===== src/rtl/alfd_pkg.sv =====
`timescale 1ns / 1ps

package alfd_pkg;

  // One received word: a byte and the end-of-write marker
  typedef struct packed {
    logic [7:0] data_byte;
    logic       write_end;
  } in_t;

  // One decoded frame
  typedef struct packed {
    logic       spectrum_frame;
    logic [2:0] audio_mode;
    logic [3:0] level_value;
    logic [3:0] band_zero;
    logic [3:0] band_one;
    logic [3:0] band_two;
    logic [3:0] band_three;
    logic [3:0] band_four;
    logic [3:0] band_five;
    logic [3:0] band_six;
    logic [3:0] band_seven;
  } out_t;

  // Framing state, one-hot
  typedef enum logic [2:0] {
    ST_HUNT     = 3'b001,
    ST_LEVEL    = 3'b010,
    ST_SPECTRUM = 3'b100
  } frame_state_e;

  // Frame lengths in bytes, header included
  localparam logic [4:0] LevelLen    = 5'd6;
  localparam logic [4:0] SpectrumLen = 5'd21;

  // Header: three bytes held in the hunt window plus the closing byte
  localparam logic [23:0] HeaderLevel    = 24'h060000;
  localparam logic [23:0] HeaderSpectrum = 24'h210001;
  localparam logic [7:0]  HeaderTail     = 8'h02;

  // Mode limits
  localparam logic [7:0] LevelModeMin    = 8'd1;
  localparam logic [7:0] LevelModeMax    = 8'd5;
  localparam logic [7:0] SpectrumModeMax = 8'd4;

  // Clamp ceiling for level and bands
  localparam logic [7:0] ClampMax = 8'd12;

  // Payload bytes kept: frame positions 4 through 12
  localparam logic [4:0]  FieldBase  = 5'd4;
  localparam int unsigned FieldCount = 9;

  // Hunt window holds at most three bytes
  localparam logic [1:0] HuntFull = 2'd3;

  function automatic logic [3:0] clamp12(input logic [7:0] v);
    logic [3:0] r;
    r = (v > ClampMax) ? ClampMax[3:0] : v[3:0];
    return r;
  endfunction

endpackage


===== src/rtl/alfd_deframer.sv =====
`timescale 1ns / 1ps

module alfd_deframer (
  input  logic          clk_i,
  input  logic          rst_ni,
  input  logic          step_i,
  input  alfd_pkg::in_t word_i,
  output logic          hit_o,
  output alfd_pkg::out_t result_o
);

  alfd_pkg::frame_state_e state_q, state_d;
  logic [4:0]  fill_q, fill_d;
  logic [23:0] win_q, win_d;
  logic [1:0]  hcnt_q, hcnt_d;
  logic [7:0]  field_q [alfd_pkg::FieldCount];

  logic [4:0] frame_len;
  logic [4:0] fill_inc;
  logic       done;
  logic       tail_ok;

  // Work out the next framing state
  always_comb begin
    state_d  = state_q;
    fill_d   = fill_q;
    win_d    = win_q;
    hcnt_d   = hcnt_q;
    frame_len = (state_q == alfd_pkg::ST_LEVEL) ? alfd_pkg::LevelLen : alfd_pkg::SpectrumLen;
    fill_inc = fill_q + 5'd1;
    done     = (state_q != alfd_pkg::ST_HUNT) && (fill_inc == frame_len);
    tail_ok  = (hcnt_q == alfd_pkg::HuntFull) && (word_i.data_byte == alfd_pkg::HeaderTail);

    unique case (state_q)
      alfd_pkg::ST_HUNT: begin
        if (tail_ok && (win_q == alfd_pkg::HeaderLevel)) begin
          state_d = alfd_pkg::ST_LEVEL;
          fill_d  = alfd_pkg::FieldBase;
          hcnt_d  = 2'd0;
        end else if (tail_ok && (win_q == alfd_pkg::HeaderSpectrum)) begin
          state_d = alfd_pkg::ST_SPECTRUM;
          fill_d  = alfd_pkg::FieldBase;
          hcnt_d  = 2'd0;
        end else begin
          win_d = {win_q[15:0], word_i.data_byte};
          if (hcnt_q != alfd_pkg::HuntFull) begin
            hcnt_d = hcnt_q + 2'd1;
          end
        end
        // A header never spans two writes
        if (word_i.write_end) begin
          hcnt_d = 2'd0;
        end
      end
      alfd_pkg::ST_LEVEL, alfd_pkg::ST_SPECTRUM: begin
        fill_d = fill_inc;
        if (done) begin
          fill_d = 5'd0;
          // Back to hunting only when the frame closes its write
          if (word_i.write_end) begin
            state_d = alfd_pkg::ST_HUNT;
            hcnt_d  = 2'd0;
          end
        end
      end
      default: begin
        state_d = alfd_pkg::ST_HUNT;
        fill_d  = 5'd0;
      end
    endcase
  end

  // Decode the frame that completes with this word
  always_comb begin
    hit_o    = 1'b0;
    result_o = '0;
    if (state_q == alfd_pkg::ST_LEVEL) begin
      hit_o = done && (word_i.data_byte >= alfd_pkg::LevelModeMin)
                   && (word_i.data_byte <= alfd_pkg::LevelModeMax);
      result_o.audio_mode  = 3'(word_i.data_byte - alfd_pkg::LevelModeMin);
      result_o.level_value = alfd_pkg::clamp12(field_q[0]);
    end else if (state_q == alfd_pkg::ST_SPECTRUM) begin
      hit_o = done && (field_q[0] <= alfd_pkg::SpectrumModeMax);
      result_o.spectrum_frame = 1'b1;
      result_o.audio_mode     = field_q[0][2:0];
      result_o.band_zero      = alfd_pkg::clamp12(field_q[1]);
      result_o.band_one       = alfd_pkg::clamp12(field_q[2]);
      result_o.band_two       = alfd_pkg::clamp12(field_q[3]);
      result_o.band_three     = alfd_pkg::clamp12(field_q[4]);
      result_o.band_four      = alfd_pkg::clamp12(field_q[5]);
      result_o.band_five      = alfd_pkg::clamp12(field_q[6]);
      result_o.band_six       = alfd_pkg::clamp12(field_q[7]);
      result_o.band_seven     = alfd_pkg::clamp12(field_q[8]);
    end
  end

  // Advance framing state
  always_ff @(posedge clk_i or negedge rst_ni) begin
    if (!rst_ni) begin
      state_q <= alfd_pkg::ST_HUNT;
      fill_q  <= 5'd0;
      win_q   <= 24'd0;
      hcnt_q  <= 2'd0;
    end else if (step_i) begin
      state_q <= state_d;
      fill_q  <= fill_d;
      win_q   <= win_d;
      hcnt_q  <= hcnt_d;
    end
  end

  // Capture the payload bytes at their frame positions
  always_ff @(posedge clk_i) begin
    if (step_i && (state_q != alfd_pkg::ST_HUNT)) begin
      for (int i = 0; i < alfd_pkg::FieldCount; i++) begin
        if (fill_q == alfd_pkg::FieldBase + 5'(i)) begin
          field_q[i] <= word_i.data_byte;
        end
      end
    end
  end

  a_fill_range: assert property (@(posedge clk_i) disable iff (!rst_ni)
    fill_q < alfd_pkg::SpectrumLen)
    else $error("fill count past spectrum frame length");

  a_hunt_fill_zero: assert property (@(posedge clk_i) disable iff (!rst_ni)
    (state_q == alfd_pkg::ST_HUNT) |-> (fill_q == 5'd0))
    else $error("fill count nonzero while hunting");

  a_level_fill: assert property (@(posedge clk_i) disable iff (!rst_ni)
    (state_q == alfd_pkg::ST_LEVEL) |-> (fill_q < alfd_pkg::LevelLen))
    else $error("fill count past level frame length");

  a_hit_framing: assert property (@(posedge clk_i) disable iff (!rst_ni)
    hit_o |-> ((state_q != alfd_pkg::ST_HUNT) && (fill_q >= alfd_pkg::FieldBase + 5'd1)))
    else $error("result raised outside a frame");

endmodule


===== src/rtl/audio_level_frame_deframer.sv =====
`timescale 1ns / 1ps

// Audio level frame deframer. Takes one byte word per cycle when not stalled,
// hunts for a level (06 00 00 02) or spectrum (21 00 01 02) header within one
// write, and gives one result word per frame with a valid mode. An accepted
// byte passes through the input register, then the framing and decode logic,
// then the result register. Sustained rate is one byte per cycle; a byte that
// gives no result moves on even while a finished result waits on out_ready_i,
// and only a byte that completes a valid frame waits for the result register
// to free up.
module audio_level_frame_deframer (
  input  logic           clk_i,
  input  logic           rst_ni,
  input  logic           in_valid_i,
  output logic           in_ready_o,
  input  alfd_pkg::in_t  in_data_i,
  output logic           out_valid_o,
  input  logic           out_ready_i,
  output alfd_pkg::out_t out_data_o
);

  logic           s0_valid_q;
  alfd_pkg::in_t  s0_word_q;
  logic           out_valid_q;
  alfd_pkg::out_t out_word_q;

  logic           hit;
  alfd_pkg::out_t result;
  logic           out_free;
  logic           advance;

  assign out_free   = !out_valid_q || out_ready_i;
  assign advance    = s0_valid_q && (!hit || out_free);
  assign in_ready_o = !s0_valid_q || advance;

  alfd_deframer u_deframer (
    .clk_i    (clk_i),
    .rst_ni   (rst_ni),
    .step_i   (advance),
    .word_i   (s0_word_q),
    .hit_o    (hit),
    .result_o (result)
  );

  // Hold the accepted word until the framer takes it
  always_ff @(posedge clk_i or negedge rst_ni) begin
    if (!rst_ni) begin
      s0_valid_q <= 1'b0;
    end else if (in_ready_o) begin
      s0_valid_q <= in_valid_i;
    end
  end

  always_ff @(posedge clk_i) begin
    if (in_valid_i && in_ready_o) begin
      s0_word_q <= in_data_i;
    end
  end

  // Load a result word, drop it once taken
  always_ff @(posedge clk_i or negedge rst_ni) begin
    if (!rst_ni) begin
      out_valid_q <= 1'b0;
    end else if (advance && hit) begin
      out_valid_q <= 1'b1;
    end else if (out_ready_i) begin
      out_valid_q <= 1'b0;
    end
  end

  always_ff @(posedge clk_i) begin
    if (advance && hit) begin
      out_word_q <= result;
    end
  end

  assign out_valid_o = out_valid_q;
  assign out_data_o  = out_word_q;

  a_no_overwrite: assert property (@(posedge clk_i) disable iff (!rst_ni)
    (out_valid_q && !out_ready_i) |=> $stable(out_word_q))
    else $error("result word overwritten before taken");

  a_step_needs_word: assert property (@(posedge clk_i) disable iff (!rst_ni)
    advance |-> s0_valid_q)
    else $error("framer stepped without a word");

  a_stall_holds: assert property (@(posedge clk_i) disable iff (!rst_ni)
    (s0_valid_q && !advance) |=> (s0_valid_q && $stable(s0_word_q)))
    else $error("stalled word lost");

endmodule

===== config.mk =====
export PLATFORM = sky130hd
export DESIGN_NAME = audio_level_frame_deframer
export DESIGN_NICKNAME = d
export VERILOG_FILES = /design/src/rtl/alfd_pkg.sv /design/src/rtl/alfd_deframer.sv /design/src/rtl/audio_level_frame_deframer.sv
export SDC_FILE = /design/constraint.sdc
export NUM_CORES = 1
export LEC_CHECK = 0
export BUFFER_PORTS_ARGS = -buffer_cell sky130_fd_sc_hd__buf_4
export CAP_MARGIN = 5
export CORE_UTILIZATION = 30
export CTS_BUF_LIST = sky130_fd_sc_hd__clkbuf_8
export DETAILED_ROUTE_END_ITERATION = 10
export GPL_TIMING_DRIVEN = 0
export REMOVE_ABC_BUFFERS = 1
export SETUP_SLACK_MARGIN = 0.2
export SLEW_MARGIN = 20
export SYNTH_ARGS = -nofsm -noshare
export SYNTH_HDL_FRONTEND = slang
export SYNTH_SLANG_ARGS = --single-unit
export TNS_END_PERCENT = 5

===== constraint.sdc =====
create_clock -name clk_i -period 8.63 [get_ports clk_i]
set_input_delay 1.726 -clock clk_i [delete_from_list [all_inputs] [get_ports clk_i]]
set_output_delay 1.726 -clock clk_i [all_outputs]
set_load 0.005 [all_outputs]

After elaboration in Yosys (flattened, before gate mapping)
Memories as Yosys holds them, arrays and structs flattened.
Index checks and enable logic that the tools add are counted.

word-level totals
  flip-flop bits (word level) = 85
  memory bits (writable) = 72
  memories kept = 1
  word-level logic and storage cells = 196

operators by class
  reduce and logical (&&, ||, !) cells = 42
  mux-type cells = 83
  eq/ne operators = 23
  magnitude comparators = 12
  bitwise gates (word level) = 4
  add/subtract/negate cells = 3

memory list
  name                depth  width  rd ports  clocked after Yosys merged registers in  write ports  line                 source
  u_deframer.field_q  9      8      9         0                                        1            alfd_deframer.sv:16  logic [7:0] field_q [alfd_pkg::FieldCount];

operators with widths
  cell                  number
  $gt 8x4->1 const B    9
  $mux 4                18
  $mux 8                8
  $reduce_or 8->1       8
  $mux 1                39
  $eq 5x4->1 const B    5
  $eq 24x19->1 const B  1
  $eq 24x22->1 const B  1
  $reduce_or 3->1       8
  $eq 5x3->1 const B    4
  $mux 5                4
  $le 8x3->1 const B    2
  $mux 3                5
  $mux 2                6
  $logic_and 1x1->1     11
  $pmux 5 s2            1
  $eq 8x2->1 const B    1
  $ge 8x1->1 const B    1
  $reduce_and 4->1      2
  $ne 3x1->1 const B    2
  $pmux 3 s2            1
  $reduce_or 2->1       3
  $add 5x1->5 const B   1
  $eq 5x5->1            1
  16 further kinds      25

Depth between registers and ports, before layout
Gate-level depths: netlist of the first run.

  depth after elaboration = 22
  mapped depth = 9
  gate-level depth less buffers = 8

Modules after synthesis
A second synthesis of the first run with hierarchy kept.

unflattened totals
  cell total of the unflattened synthesis = 396
  area, all modules = 6134.6 µm²

modules (own cells, without submodules)
  module                      area an instance (µm²)  times used  cells an instance
  alfd_deframer               4556.9                  1           337
  audio_level_frame_deframer  1577.8                  1           59

Worst setup path before layout of the first run
No wires, ideal clock.

  path kind = register to output
  start = register s0_word_q[6] (netlist bit)
  end = output in_ready_o
  path buffers = 0
  cell stages (with the launch flop) = 6
  data arrival time = 1983 ps
  path slack = 4921 ps
  cell sequence = edfxtp_1 or4_1 a2111oi_2 o211ai_1 nor3_1 nand4b_1

between the ends
  longest elaborated chain between the ends = 8
  elaborated cells between the ends (all ways) = 9

RTL lines
  element                 line                              source
  start, declared         audio_level_frame_deframer.sv:23  alfd_pkg::in_t s0_word_q;
  start signal, assigned  audio_level_frame_deframer.sv:56  s0_word_q <= in_data_i;
  $ge 8x1->1              alfd_deframer.sv:78               hit_o = done && (word_i.data_byte >= alfd_pkg::LevelModeMin)
  $logic_and 1x1->1       alfd_deframer.sv:78
  $logic_and 1x1->1 (*)   alfd_deframer.sv:79               && (word_i.data_byte <= alfd_pkg::LevelModeMax);
  $mux 1 (*)              alfd_deframer.sv:77               if (state_q == alfd_pkg::ST_LEVEL) begin
  $logic_not 1->1 (*)     audio_level_frame_deframer.sv:33  assign advance = s0_valid_q && (!hit || out_free);
  $logic_or 1x1->1 (*)    audio_level_frame_deframer.sv:33
  $logic_and 1x1->1 (*)   audio_level_frame_deframer.sv:33
  $logic_or 1x1->1 (*)    audio_level_frame_deframer.sv:34  assign in_ready_o = !s0_valid_q || advance;
  end, declared           audio_level_frame_deframer.sv:15  output logic in_ready_o,

Mark *: on every way between the ends. The rest lies on a longest branch, timed or not.

Worst setup path after layout of the first run
  start = register s0_word_q[1] (netlist bit)
  end = output in_ready_o

The elaborated chain is that of the path after synthesis.

==> impl_metrics.toml, run 1 <==
[outcome]
status = "finished clean"

[placement]
place_inst = 704
dp_hpwl_um = 7410
globalplace.congestion = 0.783
io_buffers = 54

[clock_network]
cts.repair.resized = 0
clock_sinks = 157
htree_num_levels = 4
cts_hold_buf = 0
insertion_delay_ps = 460
cts_buffer_depth = 2
cts_setup_buffers = 0
cts_tree = "built"
clkTransAtPathRegs_ps = 80
root_buffer = "clkbuf_8"
numCtsBuffers = 17

[layout]
area_growth_syn_to_layout_pct = 17.9
fillers = 1880
nets = 474
drive_above_1_share_pct = 23.6
diodes = 0
fin_cells = 736
multi_input_area_sq_um = 1560
seqCellArea_sq_um = 4540

[sta]
fin_crit_sh_pct = 58.1
timing.fmax_ghz = 0.199
post-route-min-period_ps = 5010
final.setup.tns_ps = 0
rsz0062_at_grt = "false"
tightest_slew_ps = 1040
finClkSkew_ps = 11.9
finalSetupViolCount = 0
relSlewSlack_pct = 30.9
slew_violations = 0
finalHoldViolCount = 0

[synthesis]
yosysUniqueCellTypes = 56
syn-mean-instance-area_sq_um = 16.0
synth_area_leaders = "edfxtp_1, dfrtp_1, mux2_1"
synth_fa_ha_area_share_pct = 1.61
synth_compound_area_share_pct = 4.42
synth_simple_gate_area_share_pct = 12.1
synthesis.area_sq_um = 6200
synth_top_family_by_area = "simple AND/OR/NAND/NOR gates"
synth_top_cell_by_area = "edfxtp_1"
ys_ff_latch = 157
synth_top_area_share_pct = 58.6
synthCells = 387
seq_area_frac_synth_pct = 73.1
yosys_warnings = 0
synth_xor_area_share_pct = 1.21
muxShareOfSynthArea_pct = 5.79

[grt]
grt_use_met3_pct = 4.14
use_met1_pct = 13.4
grt_pass1_vias = 3407
antenna_found_initial = 0
grt_max_degree = 37
grt_pass1_wl_um = 17900
grt_busiest_layer = "met2"
grt_usage_pct = 11.3
grt_use_met2_pct = 18.6
grt_overflow = 0

[min_path]
hp-start = "u_deframer.win_q[19]$_DFFE_PN0P_"
hold_path_end = "u_deframer.win_q[19]$_DFFE_PN0P_"
hp-class = "flop to flop"
holdPathStages = 1

[setup_path]
crit_type = "flop to primary output"
arrival_ps = 3290
worst-path-max-fanout = 13
rr_startpoint = "s0_word_q[1]$_DFFE_PP_"
endpoint_kind = "primary output"
r2r-end = "out_data_o[19]$_SDFFCE_PP0P_"
required_ps = 6900
ff2ff_setup_slack_ps = 5180
crit_path_start_kind = "flop"
r2r_cells = 8

[detailed_routing]
first_iter_violations = 114
drc = 0
ant_nets = 0
drtPass1Iterations = 4
wirelength_um = 11200
wl_per_cell_um = 15.2
routed_via_density = 4.49
num_vias = 3304

[floorplanning]
core-area_sq_um = 20200
die_h_um = 146
ios = 55
core.rowCount = 52
die-area_sq_um = 21200
die_w_um = 146
initial_core_util_pct = 30.6

[job]
max_cap_violations = 0

[power_and_ir_drop]
p_leak_uw = 0.00258
peakVddDrop_mv = 0.125
power.density_nw_per_um2 = 249
-- how the worst max path moves through the flow --
stage	from	endpoint	slack [ps]	cells after the start
floorplan	u_deframer.state_q[1]$_DFFE_PN0P_	in_ready_o	4910	5
global placement	s0_word_q[1]$_DFFE_PP_	in_ready_o	4130	8
detailed placement	s0_word_q[1]$_DFFE_PP_	in_ready_o	4060	8
CTS	s0_word_q[1]$_DFFE_PP_	in_ready_o	3540	8
global route	s0_word_q[1]$_DFFE_PP_	in_ready_o	3370	8
finish	s0_word_q[1]$_DFFE_PP_	in_ready_o	3620	8
-- layout make-up --
| type | instances | area share [%] |
|---|---|---|
| timing repair buffer | 55 | 5.82 |
| tap | 270 | 4.62 |
| clock buffer | 17 | 3.20 |
| clock inverter | 15 | 2.40 |
| multi-input combinational | 212 | 21.4 |
| inverter | 10 | 0.514 |
| sequential | 157 | 62.1 |
-- state kept, by name, indices dropped and copies added, names as in the netlist --
name                count
out_data_o             40
u_deframer.field_q     72
u_deframer.fill_q       5
u_deframer.state_q      3
out_valid_o             1
s0_word_q               9
u_deframer.win_q       24
u_deframer.hcnt_q       2
s0_valid_q              1
-- kinds of logic after synthesis --
group	count (synthesis)
compound gates	32
fa+ha+maj	8
flops	157
simple gates	134
xor+xnor	7
mux	31
buf+inv	18
-- placed cells by master, fill, tap and decap left out, drive strengths merged, types with 2 or more instances in the layout --
master / n
or3b: 2
and3: 2
and2: 20
nor3b: 3
nor2: 48
o32ai: 2
nor4bb: 2
edfxtp: 121
nor4b: 4
xor2: 2
a22o: 2
o31ai: 2
clkinvlp: 3
nand2: 17
mux2i: 2
bufinv: 2
nand2b: 6
inv: 17
ha: 8
or4: 10
dfrtp: 35
a21oi: 2
a211oi: 10
xnor2: 4
a31oi: 2
o21ai: 5
clkbuf: 17
or2: 2
mux2: 29
o211ai: 2
clkinv: 3
nor3: 3
nand4: 5
nor4: 5
nand3: 2
buf: 55
-- critical path, stage by stage, from the launching register on --
cell       delay (ps)
edfxtp_1          750
inv_1             150
ha_1              240
xor2_1            160
a2111oi_2         390
o211ai_1          210
nor3_1            500
nand4b_1          220
buf_4             190
-- Yosys cell counts (all sizes together) --
cell	instances
nor4	5
and2	20
o21a	1
or2	2
o21ai	5
o41ai	1
and3	2
a2111oi	1
edfxtp	121
a22o	2
xnor2	4
or3	1
mux2	29
o211ai	2
dfrtp	35
a211oi	10
inv	10
or3b	2
nand3	2
nand2b	6
mux2i	2
nand2	17
clkbuf	3
xnor3	1
nor4b	4
buf	5
a22oi	1
nor3	3
nor3b	3
o22ai	1
nand4	5
ha	8
nand4b	1
dfstp	1
nor2b	1
a21oi	2
o32ai	2
a31oi	2
nor4bb	2
nor2	48
xor2	2
o31ai	2
or4	10
-- per-stage QoR --
| step | worst slack (ps) | cell area (sq um) | utilization [%] | hold WS, ps | total power (uW) |
|---|---|---|---|---|---|
| after global routing | 3370 | 7310 | 36.1 | 521 | 1910 |
| final | 3620 | 7310 | 36.1 | 502 | 1820 |
| after floorplan | 4910 | 6130 | - | 462 | 1200 |
| after CTS | 3540 | 7300 | 36.1 | 506 | 1840 |
| after global placement | 4130 | 6870 | 34.0 | 475 | 1260 |
| after detailed placement | 4060 | 6890 | 34.1 | 488 | 1280 |
-- layer usage --
layer / vias to the layer above / share of wire [%] / wire (um)
met3: 14 / 4.4 / 487
met1: 1650 / 43 / 4780
met5: - / 0 / 0
met4: 0 / 1.5 / 162
li1: 1583 / - / -
met2: 57 / 51 / 5720
-- report_power, final --
part / switching, uW / leakage, uW / internal [uW]
logic: 147 / 0.000857 / 125
registers: 76.7 / 0.00153 / 914
clock network: 292 / 0.000198 / 266
Note: power is estimated with default switching activity, not from simulation.
==> run 2, diff against run 1 <==
==> constraint.sdc (replaced) <==
create_clock -name clk_i -period 4.32 [get_ports clk_i]
set_input_delay 0.864 -clock clk_i [delete_from_list [all_inputs] [get_ports clk_i]]
set_output_delay 0.864 -clock clk_i [all_outputs]
set_load 0.005 [all_outputs]
==> impl_metrics.toml, run 2 (synthesis gave the netlist of run 1 again) <==
[setup_path]
startpoint = "s0_word_q[5]$_DFFE_PP_"
ff2ff_setup_slack_ps = 1120
cpMaxStageDelayCell = "edfxtp_1"
crit_path_start_kind = "flop"
r2r-end = "out_data_o[19]$_SDFFCE_PP0P_"
crit_type = "flop to primary output"
rr_startpoint = "s0_word_q[5]$_DFFE_PP_"
endpoint_kind = "primary output"
required_ps = 3460
worst-path-max-fanout = 11
crit_chain = "or4_1 -> a2111oi_2 -> o211ai_1 -> nor3_2 -> nand4b_1 -> buf_4"
arrival_ps = 3030
r2r_cells = 6
crit_end = "in_ready_o"
crit_path_max_incr_delay_ps = 620

[placement]
dp_hpwl_um = 7410
pre_cts_ws_ps = 612
globalplace.congestion = 0.783
io_buffers = 54

[sta]
final.setup.tns_ps = 0
relSlewSlack_pct = 52.4
timing.fmax_ghz = 0.257
finClkSkew_ps = 12.6
hold_ws_ps = 355
post-route-worst-setup-slack_ps = 424
fin_crit_sh_pct = 90.2
rsz0062_at_grt = "false"
post-route-min-period_ps = 3900
finalSetupViolCount = 0
tightest_slew_ps = 712
slew_violations = 0
finalHoldViolCount = 0

[layout]
final_cell_mix = "edfxtp_1, buf_4, nor2_1, dfrtp_1, mux2_1"
area_growth_syn_to_layout_pct = 18.3
largest_register_ffs = 72
top_register = "u_deframer.field_q"
final_common_cell = "edfxtp_1"
nets = 477
drive_above_1_share_pct = 24.5
diodes = 0

[detailed_routing]
wirelength_um = 11300
routed_via_density = 4.50
drc = 0
wl_per_cell_um = 15.3
drtPass1Iterations = 4
first_iter_violations = 143
num_vias = 3329
ant_nets = 0

[clock_network]
insertion_delay_ps = 460
cts_tree = "built"
numCtsBuffers = 17
clkTransAtPathRegs_ps = 90
cts_hold_buf = 0
root_buffer = "clkbuf_8"
cts_buffer_depth = 2
clock_sinks = 157
htree_num_levels = 4

[grt]
grt_usage_pct = 11.5
antenna_found_initial = 0
grt_max_degree = 37
grt_overflow = 0
grt_pass1_wl_um = 18100
grt_pass1_vias = 3425

[floorplanning]
die_h_um = 146
ios = 55
initial_core_util_pct = 30.6
die-area_sq_um = 21200
die_w_um = 146
core-area_sq_um = 20200
core.rowCount = 52

[job]
max_cap_violations = 0

[power_and_ir_drop]
power.density_nw_per_um2 = 496
p_leak_uw = 0.00260
peakVddDrop_mv = 0.250

[min_path]
hp-class = "primary input to asynchronous set/reset pin"

[outcome]
status = "finished clean"
run 2: cell count changes in the layout (fill, tap and decap cells not counted), sizes merged:
| cell | before | now |
|---|---|---|
| buf | 55 | 58 |
run 2: stage by stage:
| step | std cells | total power [uW] | cell area (sq um) | util, % |
|---|---|---|---|---|
| 5_1_grt | 739 | 3830 | 7340 | 36.3 |
| 2_1_floorplan | 379 | 2390 | 6130 | - |
| 3_3_place_gp | 703 | 2520 | 6870 | 34.0 |
| 4_1_cts | 738 | 3680 | 7320 | 36.2 |
| 3_5_place_dp | 704 | 2560 | 6890 | 34.1 |
| 6_report | 739 | 3640 | 7340 | 36.3 |
run 2: layer usage:
metal	track usage (%)	part of all wire, %	wire length, um	vias to the layer above
met5	0	0	0	-
met4	5.53	2.2	246	0
met3	4.36	4.5	506	17
met2	18.6	51	5780	65
met1	13.4	42	4790	1660
li1	-	-	-	1587
run 2: worst min-delay path by stage:
stage / startpoint / end / slack [ps] / cells past startpoint
after floorplan: u_deframer.hcnt_q[1]$_DFFE_PN0P_ / u_deframer.hcnt_q[1]$_DFFE_PN0P_ / 460 / 1
after global placement: u_deframer.hcnt_q[1]$_DFFE_PN0P_ / u_deframer.hcnt_q[1]$_DFFE_PN0P_ / 480 / 1
after detailed placement: u_deframer.win_q[19]$_DFFE_PN0P_ / u_deframer.win_q[19]$_DFFE_PN0P_ / 490 / 1
after CTS: rst_ni / u_deframer.fill_q[4]$_DFFE_PN0P_ / 340 / 1
after global routing: rst_ni / u_deframer.fill_q[4]$_DFFE_PN0P_ / 360 / 1
final: rst_ni / u_deframer.win_q[13]$_DFFE_PN0P_ / 350 / 1
run 2: cell type report:
cell class	instances	area (sq um)
inverter	10	37.5
tap	270	338
clock inverter	15	175
sequential	157	4540
timing repair buffer	58	448
clock buffer	17	234
multi-input combinational	212	1570
fill	1878	12900
run 2: critical path: cells and delay by family, from the launching register on:
family                 cells  cell delay, ps
DFF                        1             620
AOI/OAI and AO/OA          2             580
buffers and inverters      1             180
and+or+nand+nor            3            1190
run 2: power breakdown:
group,switching (uW),internal [uW],total [uW]
clock,582,531,1110
combinational,303,253,556
sequential,146,1830,1970
run 2: repair_timing:
item | in CTS | in global routing
gates resized for setup | 2 | 0
pin swaps | 0 | 0
setup endpoints to repair | 1 | 1
buffers inserted | 2 | 1
==> run 3, diff against run 2 <==
--- a/config.mk
+++ b/config.mk
@@ -9,8 +9,10 @@
 export CAP_MARGIN = 5
 export CORE_UTILIZATION = 30
 export CTS_BUF_LIST = sky130_fd_sc_hd__clkbuf_8
+export CTS_CLUSTER_SIZE = 10
 export DETAILED_ROUTE_END_ITERATION = 10
 export GPL_TIMING_DRIVEN = 0
+export PLACE_DENSITY_LB_ADDON = 0.1
 export REMOVE_ABC_BUFFERS = 1
 export SETUP_SLACK_MARGIN = 0.2
 export SLEW_MARGIN = 20
==> impl_metrics.toml, run 3 (synthesis gave the netlist of run 1 again) <==
[outcome]
status = "finished clean"

[layout]
utilization_pct = 36.5
nets = 483
fin_cells = 745
final_cell_mix = "edfxtp_1, buf_4, nor2_1, dfrtp_1, mux2_1"
drive_above_1_share_pct = 25.3
largest_register_ffs = 72
seqCellArea_sq_um = 4540
top_register = "u_deframer.field_q"
final_common_cell = "edfxtp_1"
post-route-cell-area_sq_um = 7390
diodes = 0
multi_input_area_sq_um = 1570
fillers = 1955
area_growth_syn_to_layout_pct = 19.2

[power_and_ir_drop]
total_power_uw = 3680
power.density_nw_per_um2 = 497
peakVddDrop_mv = 0.208
p_leak_uw = 0.00263

[floorplanning]
ios = 55
die-area_sq_um = 21200
die_h_um = 146
initial_core_util_pct = 30.6
die_w_um = 146
core-area_sq_um = 20200
core.rowCount = 52

[setup_path]
cpMaxStageDelayCell = "edfxtp_1"
crit_path_max_incr_delay_ps = 650
required_ps = 3460
endpoint_kind = "primary output"
crit_chain = "or4_1 -> a2111oi_2 -> o211ai_1 -> nor3_1 -> nand4b_1 -> buf_4"
crit_type = "flop to primary output"
crit_path_start_kind = "flop"
arrival_ps = 3060
worst-path-max-fanout = 11

[detailed_routing]
first_iter_violations = 122
wl_per_cell_um = 16.4
wirelength_um = 12200
drtPass1Iterations = 4
num_vias = 3328
routed_via_density = 4.47
ant_nets = 0
drc = 0

[sta]
post-route-min-period_ps = 3930
tightest_slew_ps = 753
finalSetupViolCount = 0
fin_crit_sh_pct = 90.9
slew_violations = 0
timing.fmax_ghz = 0.255
finClkSkew_ps = 18.1
relSlewSlack_pct = 49.8
finalHoldViolCount = 0
rsz0062_at_grt = "false"

[grt]
grt_pass1_vias = 3290
grt_overflow = 0
grt_max_degree = 37
antenna_found_initial = 0
grt_pass1_wl_um = 18800
grt_usage_pct = 12.2

[placement]
place_inst = 704
dpl_cell_area_sq_um = 6900
dp_hpwl_um = 7730
globalplace.congestion = 0.735
io_buffers = 54

[clock_network]
root_buffer = "clkbuf_8"
clock_sinks = 157
cts_tree = "built"
cts_buffer_depth = 2
clkTransAtPathRegs_ps = 90
numCtsBuffers = 17
insertion_delay_ps = 470
htree_num_levels = 4

[job]
max_cap_violations = 0

[min_path]
hp-class = "primary input to asynchronous set/reset pin"
-- run 3: cell types whose count changed in the layout (fill, tap and decap cells not counted), sizes merged --
cell / change
buf: +6
clkinv: +1
inv: -1
-- run 3: cell type report --
cell class                 instances  area share (%)
sequential                       157            61.3
timing repair buffer              64            6.84
inverter                          10           0.508
clock inverter                    15            2.42
multi-input combinational        212            21.2
clock buffer                      17            3.16
tap                              270            4.57
-- run 3: through the flow --
step / hold slack [ps] / TNS (ps) / worst slack (ps)
2_1_floorplan: 462 / 0 / 1070
5_1_grt: 356 / 0 / 231
3_3_place_gp: 475 / -5390 / -142
4_1_cts: 347 / 0 / 240
6_report: 346 / 0 / 394
3_5_place_dp: 487 / 0 / 662
-- run 3: path summary, 6_finish.rpt --
kind	start	endpoint	slack, ps	cells past startpoint
worst max-delay path	s0_word_q[7]$_DFFE_PP_	in_ready_o	390	6
worst min-delay path	rst_ni	u_deframer.win_q[10]$_DFFE_PN0P_	350	1
worst max register to register	s0_word_q[7]$_DFFE_PP_	out_data_o[36]$_DFFE_PP_	1140	6
worst min register to register	u_deframer.win_q[19]$_DFFE_PN0P_	u_deframer.win_q[19]$_DFFE_PN0P_	500	1
max in group asynchronous	rst_ni	u_deframer.state_q[0]$_DFFE_PN1P_	3610	1
min in group clk_i	u_deframer.win_q[19]$_DFFE_PN0P_	u_deframer.win_q[19]$_DFFE_PN0P_	500	1
-- run 3: critical path: cells and delay by family (launching register included) --
| kind | cells | cell delay (ps) |
|---|---|---|
| DFF | 1 | 650 |
| and+or+nand+nor | 3 | 1160 |
| AOI/OAI and AO/OA | 2 | 600 |
| buffers and inverters | 1 | 180 |
-- run 3: layer usage --
metal	vias up	GRT usage [%]	wire length, um
met5	-	0	0
met1	1642	15.4	5640
met2	69	19.3	5820
met4	0	5.26	250
li1	1604	-	-
met3	13	4.01	517
-- run 3: timing repair --
item / 4_1_cts / 5_1_grt
endpoints found under the setup margin: 1 / 1
hold buffers: 0 / 0
endpoints found under the hold margin: 0 / 0
gates resized for setup: 0 / 1
setup buffers: 3 / 6
-- run 3: where the power goes --
part	switching [uW]	leakage, uW	total, uW	internal [uW]
combinational	315	0.000905	578	262
clock	598	0.000200	1130	532
sequential	144	0.00153	1970	1820
total	1060	0.00263	3680	2620
